<file path="src/pts_pkg.sv">
// Package: sizes, codes, types and helpers for the priority task selector.
package pts_pkg;

	localparam int MAX_TASKS = 8;
	localparam int SLOT_W    = $clog2(MAX_TASKS);
	localparam int CNT_W     = $clog2(MAX_TASKS + 1);
	localparam int IDX_W     = 3;
	localparam int PRI_W     = 8;
	localparam int TICK_W    = 32;
	localparam int RUN_W     = 3;
	localparam int MEM_W     = TICK_W + PRI_W;

	typedef logic [1:0] op_t;
	localparam op_t OP_ADD   = 2'd0;
	localparam op_t OP_SLEEP = 2'd1;

	typedef enum logic [2:0] {
		ST_IDLE,
		ST_SLP_RD,
		ST_SLP_WR,
		ST_SCAN,
		ST_FIN
	} state_t;

	typedef struct packed {
		logic [IDX_W-1:0] task_index;
		logic             found;
		logic             pend_switch;
		logic             table_full;
	} res_t;

	typedef struct packed {
		logic              we;
		logic [SLOT_W-1:0] waddr;
		logic [MEM_W-1:0]  wdata;
		logic              re;
		logic [SLOT_W-1:0] raddr;
	} mem_req_t;

	// Slot number as reported on task_index (masked or zero-extended).
	function automatic logic [IDX_W-1:0] to_idx(input logic [SLOT_W-1:0] slot);
		return IDX_W'(slot);
	endfunction

endpackage

</file>
<file path="src/priority_task_selector_unit.sv">
// Top level of the fixed-priority task selector: task memory, sequencer, result register.
//
//  channel | direction | handshake           | beat contents
//  --------+-----------+---------------------+------------------------------------------------
//  in      | in        | in_valid / in_ready | op, priority_req, sleep_ticks, running_task
//  out     | out       | out_valid/out_ready | task_index, found, pend_switch, table_full
//
// An add writes the new entry and finishes; a select scans the N used slots (N = tasks added
// so far, at most MAX_TASKS); a sleep of a used slot first does a read-modify-write of the
// sleeping slot's entry, then scans. The scan reads one slot per cycle from the task memory port.
// Reset clears the slot count, the ready bits and the sequencer; the memory is not cleared.
// One beat is in flight at a time; a finished result parks in the output register, so
// the next input beat is taken while that result waits for out_ready.
module priority_task_selector_unit
	import pts_pkg::*;
(
	input  logic              clk,
	input  logic              arst_n,
	input  logic              in_valid,
	output logic              in_ready,
	input  logic [1:0]        op,
	input  logic [PRI_W-1:0]  priority_req,
	input  logic [TICK_W-1:0] sleep_ticks,
	input  logic [RUN_W-1:0]  running_task,
	output logic              out_valid,
	input  logic              out_ready,
	output logic [IDX_W-1:0]  task_index,
	output logic              found,
	output logic              pend_switch,
	output logic              table_full
);

	mem_req_t         mem_req;
	logic [MEM_W-1:0] mem_rdata;
	logic             push, out_free;
	res_t             res;
	res_t             out_q;
	logic             out_valid_q;

	// each entry: {sleep tick count, priority}
	pts_ram #(
		.WIDTH(MEM_W),
		.DEPTH(MAX_TASKS)
	) u_task_mem (
		.clk  (clk),
		.we   (mem_req.we),
		.waddr(mem_req.waddr),
		.wdata(mem_req.wdata),
		.re   (mem_req.re),
		.raddr(mem_req.raddr),
		.rdata(mem_rdata)
	);

	pts_ctrl u_ctrl (
		.clk         (clk),
		.arst_n      (arst_n),
		.in_valid    (in_valid),
		.in_ready    (in_ready),
		.op          (op),
		.priority_req(priority_req),
		.sleep_ticks (sleep_ticks),
		.running_task(running_task),
		.out_free    (out_free),
		.push        (push),
		.res         (res),
		.mem_req     (mem_req),
		.mem_rdata   (mem_rdata)
	);

	// output register frees up in the same cycle its beat is taken
	assign out_free = !out_valid_q || out_ready;

	always_ff @(posedge clk or negedge arst_n) begin
		if (!arst_n) begin
			out_valid_q <= 1'b0;
		end else if (push) begin
			out_valid_q <= 1'b1;
		end else if (out_ready) begin
			out_valid_q <= 1'b0;
		end
	end

	always_ff @(posedge clk) begin
		if (push) begin
			out_q <= res;
		end
	end

	assign out_valid   = out_valid_q;
	assign task_index  = out_q.task_index;
	assign found       = out_q.found;
	assign pend_switch = out_q.pend_switch;
	assign table_full  = out_q.table_full;

endmodule

</file>
<file path="src/pts_ram.sv">
// Generic single-write, single-read RAM with registered read data.
module pts_ram #(
	parameter int WIDTH = 8,
	parameter int DEPTH = 8
) (
	input  logic                     clk,
	input  logic                     we,
	input  logic [$clog2(DEPTH)-1:0] waddr,
	input  logic [WIDTH-1:0]         wdata,
	input  logic                     re,
	input  logic [$clog2(DEPTH)-1:0] raddr,
	output logic [WIDTH-1:0]         rdata
);

	logic [WIDTH-1:0] mem [DEPTH];

	always_ff @(posedge clk) begin
		if (we) begin
			mem[waddr] <= wdata;
		end
		if (re) begin
			rdata <= mem[raddr];
		end
	end

endmodule

</file>
<file path="src/pts_ctrl.sv">
// Sequencer: add, sleep read-modify-write, and the slot scan over the task memory.
module pts_ctrl
	import pts_pkg::*;
(
	input  logic              clk,
	input  logic              arst_n,
	input  logic              in_valid,
	output logic              in_ready,
	input  op_t               op,
	input  logic [PRI_W-1:0]  priority_req,
	input  logic [TICK_W-1:0] sleep_ticks,
	input  logic [RUN_W-1:0]  running_task,
	input  logic              out_free,
	output logic              push,
	output res_t              res,
	output mem_req_t          mem_req,
	input  logic [MEM_W-1:0]  mem_rdata
);

	state_t            state_q, state_d;
	logic [CNT_W-1:0]  cnt_q;
	logic [MAX_TASKS-1:0] ready_q;
	logic [SLOT_W-1:0] next_slot_q;
	logic [RUN_W-1:0]  run_q;
	logic [TICK_W-1:0] ticks_q;
	logic              is_add_q;
	res_t              add_res_q;
	logic [CNT_W-1:0]  scan_q;
	logic              vld_s1;
	logic [SLOT_W-1:0] idx_s1;
	logic              have_q;
	logic [SLOT_W-1:0] best_q;
	logic [PRI_W-1:0]  best_pri_q;

	logic accept, full, run_used, scan_more, take;
	logic [SLOT_W-1:0] run_slot;
	res_t sel_res;
	res_t add_res_d;

	assign in_ready  = (state_q == ST_IDLE);
	assign accept    = in_valid && in_ready;
	assign full      = (cnt_q == CNT_W'(MAX_TASKS));
	assign run_used  = (32'(running_task) < 32'(cnt_q));
	assign run_slot  = SLOT_W'(run_q);
	assign scan_more = (scan_q < cnt_q);
	// lowest number wins; <= lets the later (higher) slot win a tie
	assign take      = vld_s1 && ready_q[idx_s1] &&
		(!have_q || (mem_rdata[PRI_W-1:0] <= best_pri_q));

	always_comb begin
		sel_res = '0;
		if (have_q) begin
			sel_res.task_index  = to_idx(best_q);
			sel_res.found       = 1'b1;
			sel_res.pend_switch = (32'(best_q) != 32'(run_q));
		end else begin
			sel_res.task_index  = to_idx(next_slot_q);
		end
	end

	// add result: slot on success, only table_full when refused
	always_comb begin
		add_res_d            = '0;
		add_res_d.table_full = full;
		add_res_d.found      = !full;
		if (!full) begin
			add_res_d.task_index = to_idx(cnt_q[SLOT_W-1:0]);
		end
	end

	assign res  = is_add_q ? add_res_q : sel_res;
	assign push = (state_q == ST_FIN) && out_free;

	always_comb begin
		mem_req = '0;
		case (state_q)
			ST_IDLE: begin
				if (accept && (op == OP_ADD) && !full) begin
					mem_req.we    = 1'b1;
					mem_req.waddr = cnt_q[SLOT_W-1:0];
					mem_req.wdata = {{TICK_W{1'b0}}, priority_req};
				end
			end
			ST_SLP_RD: begin
				mem_req.re    = 1'b1;
				mem_req.raddr = run_slot;
			end
			ST_SLP_WR: begin
				mem_req.we    = 1'b1;
				mem_req.waddr = run_slot;
				mem_req.wdata = {ticks_q, mem_rdata[PRI_W-1:0]};
			end
			ST_SCAN: begin
				mem_req.re    = scan_more;
				mem_req.raddr = scan_q[SLOT_W-1:0];
			end
			default: begin
			end
		endcase
	end

	always_comb begin
		state_d = state_q;
		case (state_q)
			ST_IDLE: begin
				if (accept) begin
					if (op == OP_ADD) begin
						state_d = ST_FIN;
					end else if (op == OP_SLEEP && run_used) begin
						state_d = ST_SLP_RD;
					end else begin
						state_d = ST_SCAN;
					end
				end
			end
			ST_SLP_RD: state_d = ST_SLP_WR;
			ST_SLP_WR: state_d = ST_SCAN;
			ST_SCAN: begin
				if (!scan_more) begin
					state_d = ST_FIN;
				end
			end
			ST_FIN: begin
				if (out_free) begin
					state_d = ST_IDLE;
				end
			end
			default: state_d = ST_IDLE;
		endcase
	end

	always_ff @(posedge clk or negedge arst_n) begin
		if (!arst_n) begin
			state_q <= ST_IDLE;
		end else begin
			state_q <= state_d;
		end
	end

	always_ff @(posedge clk or negedge arst_n) begin
		if (!arst_n) begin
			cnt_q       <= '0;
			ready_q     <= '0;
			next_slot_q <= '0;
			vld_s1      <= 1'b0;
			have_q      <= 1'b0;
		end else begin
			if (accept) begin
				have_q <= 1'b0;
				if (op == OP_ADD && !full) begin
					cnt_q                       <= cnt_q + 1'b1;
					ready_q[cnt_q[SLOT_W-1:0]] <= 1'b1;
				end
			end
			if (state_q == ST_SLP_WR) begin
				ready_q[run_slot] <= 1'b0;
			end
			vld_s1 <= (state_q == ST_SCAN) && scan_more;
			if (take) begin
				have_q <= 1'b1;
			end
			if (push && !is_add_q && have_q) begin
				next_slot_q <= best_q;
			end
		end
	end

	// payload registers
	always_ff @(posedge clk) begin
		if (accept) begin
			run_q     <= running_task;
			ticks_q   <= sleep_ticks;
			is_add_q  <= (op == OP_ADD);
			scan_q    <= '0;
			add_res_q <= add_res_d;
		end
		if (state_q == ST_SCAN && scan_more) begin
			scan_q <= scan_q + 1'b1;
			idx_s1 <= scan_q[SLOT_W-1:0];
		end
		if (take) begin
			best_q     <= idx_s1;
			best_pri_q <= mem_rdata[PRI_W-1:0];
		end
	end

endmodule

</file>
<file path="config.mk">
export PLATFORM = sky130hd
export DESIGN_NAME = priority_task_selector_unit
export DESIGN_NICKNAME = d
export VERILOG_FILES = /design/src/pts_pkg.sv /design/src/priority_task_selector_unit.sv /design/src/pts_ram.sv /design/src/pts_ctrl.sv
export SDC_FILE = /design/constraint.sdc
export NUM_CORES = 1
export LEC_CHECK = 0
export BUFFER_PORTS_ARGS = -buffer_cell sky130_fd_sc_hd__buf_2
export CAP_MARGIN = 20
export CORE_ASPECT_RATIO = 1.75
export CORE_MARGIN = 2
export CORE_UTILIZATION = 55
export DETAILED_ROUTE_END_ITERATION = 10
export PLACE_DENSITY = 0.72
export SYNTH_ARGS = -nofsm -noshare
export SYNTH_HDL_FRONTEND = slang
export SYNTH_SLANG_ARGS = --single-unit
</file>
<file path="constraint.sdc">
create_clock -name clk -period 7.04 [get_ports clk]
set_input_delay 0.704 -clock clk [delete_from_list [all_inputs] [get_ports clk]]
set_output_delay 0.704 -clock clk [all_outputs]
set_load 0.02 [all_outputs]
</file>
; ---- After elaboration in Yosys (flattened, before gate mapping)
; Memories as Yosys holds them, arrays and structs flattened. A register that Yosys moved wholly into a read port is not among the register bits.
; Cells that the tools add are included.
[word_totals]
mem_count = 1
out_inout_bits = 8
ff_bits = 86
in_bits = 49
mem_bits_rw = 320
[classes]
bitwise = 4
reduce_logical = 27
n_lt_le_gt_ge = 8
muxes = 29
addsub = 2
n_eq_ne = 10
[memory_table]
columns = memory, words, word_bits, read_ports, rd_ports_with_merged_regs, wr, line_no
row1 = u_task_mem.mem, 8, 40, 1, 1, 1, pts_ram.sv:15  ; logic [WIDTH-1:0] mem [DEPTH];
[ops]
columns = cell, count
row1 = $pmux W44 S2, 1
row2 = $mux W44, 1
row3 = $mux W8, 3
row4 = $mux W3, 5
row5 = $pmux W3 S5, 1
row6 = $logic_and A1 B1 Y1, 13
row7 = $lt A3 B4 Y1 const B, 3
row8 = $mux W1, 9
row9 = $add A4 B1 Y4 const B, 2
row10 = $and A8 B8 Y8, 1
row11 = $le A8 B8 Y1, 1
row12 = $mux W4, 2
row13 = $not A8 Y8, 1
row14 = $or A8 B8 Y8, 1
row15 = $pmux W4 S2, 1
row16 = $demux W1 S3, 2
row17 = $eq A3 B2 Y1 const B, 2
row18 = $ge A3 B1 Y1 const B, 2
row19 = $mux W6, 1
row20 = $reduce_bool A2 Y1, 3
row21 = $eq A4 B4 Y1 const B, 1
row22 = $logic_not A1 Y1, 4
row23 = $lt A3 B4 Y1, 1
row24 = $lt A4 B4 Y1, 1
row25 = 15 further kinds, 18

; ---- Logic depth before layout (Yosys ltp)
[depth]
word_depth = 9
depth_mapped = 9
mapped_depth_nobuf = 7

; ---- Modules after synthesis
; A second synthesis with hierarchy kept.
[unflattened]
cells_unflattened = 815
area_unflattened_um2 = 17506.8
[modules_own_cells]
columns = mod, n_inst, cells_per_inst, area_per_inst_um2
row1 = pts_ram, 1, 515, 13571.8
row2 = pts_ctrl, 1, 291, 3707.3
row3 = priority_task_selector_unit, 1, 9, 227.7

; ---- Worst setup path before layout
; Ideal clock, no wire load.
[synth_path]
kind = in2reg
startpoint = input in_valid
endpoint = memory u_task_mem.mem[7][0] in the netlist's numbering (enable)
required_time_ps = 6655
n_path_buf = 1
arrival_time_ps = 2131
stages = 6
slack_ps = 4524
path_cell_list = nand3b_2 inv_2 and3_1 buf_6 a22o_1 nor3b_1
[synth_between]
elab_chain_cells = 7
[synth_lines]
columns = item, line_no
row1 = from (decl), priority_task_selector_unit.sv:19  ; input logic in_valid,
row2 = $logic_and A1 B1 Y1 *, pts_ctrl.sv:41  ; assign accept = in_valid && in_ready;
row3 = $logic_and A1 B1 Y1 * (2 in a row), pts_ctrl.sv:78  ; if (accept && (op == OP_ADD) && !full) begin
row4 = $mux W44 *, pts_ctrl.sv:78
row5 = $pmux W44 S2 *, pts_ctrl.sv:76  ; case (state_q)
row6 = $mux W1, pts_ram.sv:18  ; if (we) begin
row7 = $mux W1 (not written as such), pts_ram.sv:19  ; mem[waddr] <= wdata;
row8 = to (decl), pts_ram.sv:15
; Every way passes the cells marked *; elsewhere a longest branch is shown, timed or not.

; ---- Final worst setup path
[layout_path]
startpoint = register u_ctrl.state_q[1]
endpoint = memory u_task_mem.mem[3][2] in the netlist's numbering (enable)
[layout_between]
elab_chain_cells = 8
[layout_lines]
columns = item, line_no
row1 = from (decl), pts_ctrl.sv:20  ; state_t state_q, state_d;
row2 = from (signal assigned), pts_ctrl.sv:136  ; state_q <= state_d;
row3 = $logic_not A3 Y1, "pts_ctrl.sv:40, pts_ctrl.sv:76"
row4 = $logic_and A1 B1 Y1, pts_ctrl.sv:41
row5 = $logic_and A1 B1 Y1 (2 in a row), pts_ctrl.sv:78
row6 = $mux W44, pts_ctrl.sv:78
row7 = $pmux W44 S2 *, pts_ctrl.sv:76
row8 = $mux W1, pts_ram.sv:18
row9 = $mux W1 (not written as such), pts_ram.sv:19
; Marked as above.

==> results.toml <==
[cts]
path_clk_slew_ns = 0.06
cts.htree.levels = 4
cts.sinks = 126
cts_tree = "yes"
clock_path_buffers = 2
cts_setup_buffers = 0
cts_hold_buf = 0
cts_resized = 0
cts_root_buf = "clkbuf_16"
worst_skew_pair.late_latency_ns = 0.42
cts_made_buffers = 17

[die]
chipWidth_microns = 80.3
dieArea_sq_um = 11000
die_y_microns = 138
core_sq_um = 9910
fp-row-count = 48
start_util_pct = 56.6
io-pin-count = 57

[setup_path]
setup.worst_path.end = "u_task_mem.mem[3][2]"
crit_required_ns = 7.07
crit_arrival_ns = 3.51
crit_fanout = 18
startpoint = "u_ctrl.state_q[1]"
crit_path_end_kind = "flop"
rr_endpoint = "u_task_mem.mem[3][2]"
critPathLaunchType = "flop"
reg2regPathDepth = 7
path_class = "reg -> reg"
r2r_start = "u_ctrl.state_q[1]"
ff2ff_setup_slack_ns = 3.57

[yosys]
synth_cell_type_count = 50
ys_top_cells_by_area = "edfxtp_1, dfrtp_1, a31oi_1"
synthCells = 426
ys_warn_count = 0
synth_area_sq_um = 5610
ys_seq_area_share_pct = 65.6
yosysMostFrequentCell = "edfxtp_1"
async_flop_share_pct = 16.7
synth_top_area_share_pct = 56.2
syn_nets = 491
yosys.area.top_type = "edfxtp_1"
ys_ff_latch = 126
synth_edf_count = 105
syn_avg_cell_area_sq_um = 13.2
synth_ff_type = "edfxtp_1"
netlist_top_cells_count = "edfxtp_1, nand2_1, a31oi_1"

[sta]
slew_viol_final = 0
min_period_ns = 3.47
rsz0062_at_grt = "no"
fin_tns_setup_ns = 0
fin_skew_ns = 0.0113
max_slew_margin_pct = 27.9
hold_viol = 0
maxClockFrequency_mhz = 288
finalSetupViolCount = 0
fin_crit_sh_pct = 49.4
worst_pin_slew_ns = 1.08

[pwr]
ir_drop_mv = 0.354
p_sw_mw = 1.01
swShare_pct = 33.9
power.share.clock_pct = 29.8
p_leak_nw = 2.44
p_seq_share_pct = 41.9
combPwrFrac_pct = 28.2
powerDensity_nw_per_um2 = 466
power.internal_mw = 1.97

[route]
routed_wl_mm = 12.1
final_antenna_net_count = 0
viasPerCell = 6.09
dr.first_iter.drc_count = 332
firstDrtPassIters = 5
drc = 0
wl_per_cell_microns = 20.7
vias = 3564

[global_route]
track_usage_pct = 24.2
antenna_found_initial = 0
grt_remaining_overflow = 0
grt_max_degree = 36
grt_pass1_wl_mm = 19.1
first_global_vias = 3545

[layout]
final_cell_area_sq_um = 6380
drive_gt1_share_pct = 17.6
final_nets = 512
area_delta_synth_final_pct = 13.9
multi_input_area_sq_um = 1730
n_antenna_cell = 0
fill_cells = 716
final_core_util_pct = 64.4
register_area_sq_um = 3680

[status]
status = "finished, final reports clean"

[place]
dpl.hpwl_mm = 7.80
place_congestion = 0.821
place_area_sq_um = 5770
port_buffers = 24

[hold_path]
hp-class = "in -> async"

[job]
cap_viol_max_count = 0
## metal layers
metal	global-route usage [%]	part of all wire [%]
met4	9.42	2.5
met1	27.0	37
met2	43.1	55
met5	0	0
met3	6.68	5.7
## per-stage QoR
stage / hold WS, ns / power [mW] / setup WS (ns) / instances
after floorplan: 0.408 / 1.85 / 4.52 / 426
after global placement: 0.474 / 2.05 / 3.56 / 553
after detailed placement: 0.485 / 2.08 / 3.52 / 553
after CTS: 0.262 / 2.98 / 3.54 / 585
after global routing: 0.279 / 3.13 / 3.32 / 585
final: 0.247 / 2.98 / 3.57 / 585
## cell type report
type                       count  area share (%)
multi-input combinational    258            27.1
clock inverter                15            2.90
sequential                   126            57.6
tap                          125            2.45
clock buffer                  17            6.66
timing repair buffer          28            2.35
inverter                      16           0.941
## power groups by stage
stage                     registers (mW)  clock network [mW]  logic (mW)
after floorplan                     1.17                   0       0.673
after global placement              1.25                   0       0.797
after detailed placement            1.26                   0       0.826
after CTS                           1.25               0.893       0.837
after global routing                1.27               0.927       0.931
final                               1.25               0.888       0.840
## critical path, cell delays in order (launching register included)
cell and delay (ns):
dfrtp_1 0.57, nor2_4 0.21, nand3b_2 0.17, inv_2 0.22
and3_1 0.74, a22o_1 0.33, nand2_1 0.07, nor2_1 0.78
## cell usage in the layout, fill, tap and decap left out, types with 4 or more instances in the layout
cell type | netlist | layout
xnor2_1 | 7 | 7
clkbuf_16 | 0 | 17
inv_6 | 0 | 4
a21oi_1 | 13 | 13
inv_1 | 14 | 14
nor2_1 | 17 | 17
a22oi_1 | 17 | 17
dfrtp_1 | 21 | 21
edfxtp_1 | 105 | 105
nor3_1 | 6 | 5
mux2_2 | 9 | 9
nand2_1 | 52 | 52
a22o_1 | 9 | 9
nor2b_1 | 8 | 7
buf_2 | 10 | 24
buf_4 | 1 | 4
o21ai_0 | 13 | 13
clkinvlp_4 | 0 | 4
mux2i_1 | 6 | 6
and2_1 | 4 | 4
nand2b_1 | 5 | 5
ha_1 | 16 | 16
a31oi_1 | 38 | 38
## worst min-delay path by stage
stage	from	end	slack, ns	cells past startpoint
finish	arst_n	u_ctrl.state_q[0]	0.25	1
global route	arst_n	u_ctrl.state_q[0]	0.28	1
global placement	u_ctrl.next_slot_q[2]	u_ctrl.next_slot_q[2]	0.47	1
CTS	arst_n	u_ctrl.state_q[0]	0.26	1
detailed placement	u_ctrl.next_slot_q[2]	u_ctrl.next_slot_q[2]	0.48	1
floorplan	arst_n	out_valid	0.41	0
## kinds of logic after synthesis
| logic type | Yosys count | share of synthesized area, % |
|---|---|---|
| AO/OA/AOI/OAI | 104 | 12.3 |
| XOR/XNOR | 8 | 1.25 |
| adder cells (fa/ha/maj) | 16 | 3.57 |
| buffers and inverters | 42 | 3.77 |
| AND/OR/NAND/NOR | 110 | 9.40 |
| flip-flops | 126 | 65.6 |
| multiplexers | 20 | 4.15 |
## flip-flops by register name (all words and copies together) (netlist names), 4 cells and up
signal             cells
u_ctrl.best_pri_q      8
u_task_mem.rdata       8
u_ctrl.add_res_q       5
u_ctrl.ready_q         8
u_ctrl.scan_q          4
u_ctrl.cnt_q           4
u_task_mem.mem        64
Power figures use the tool's default switching activity.
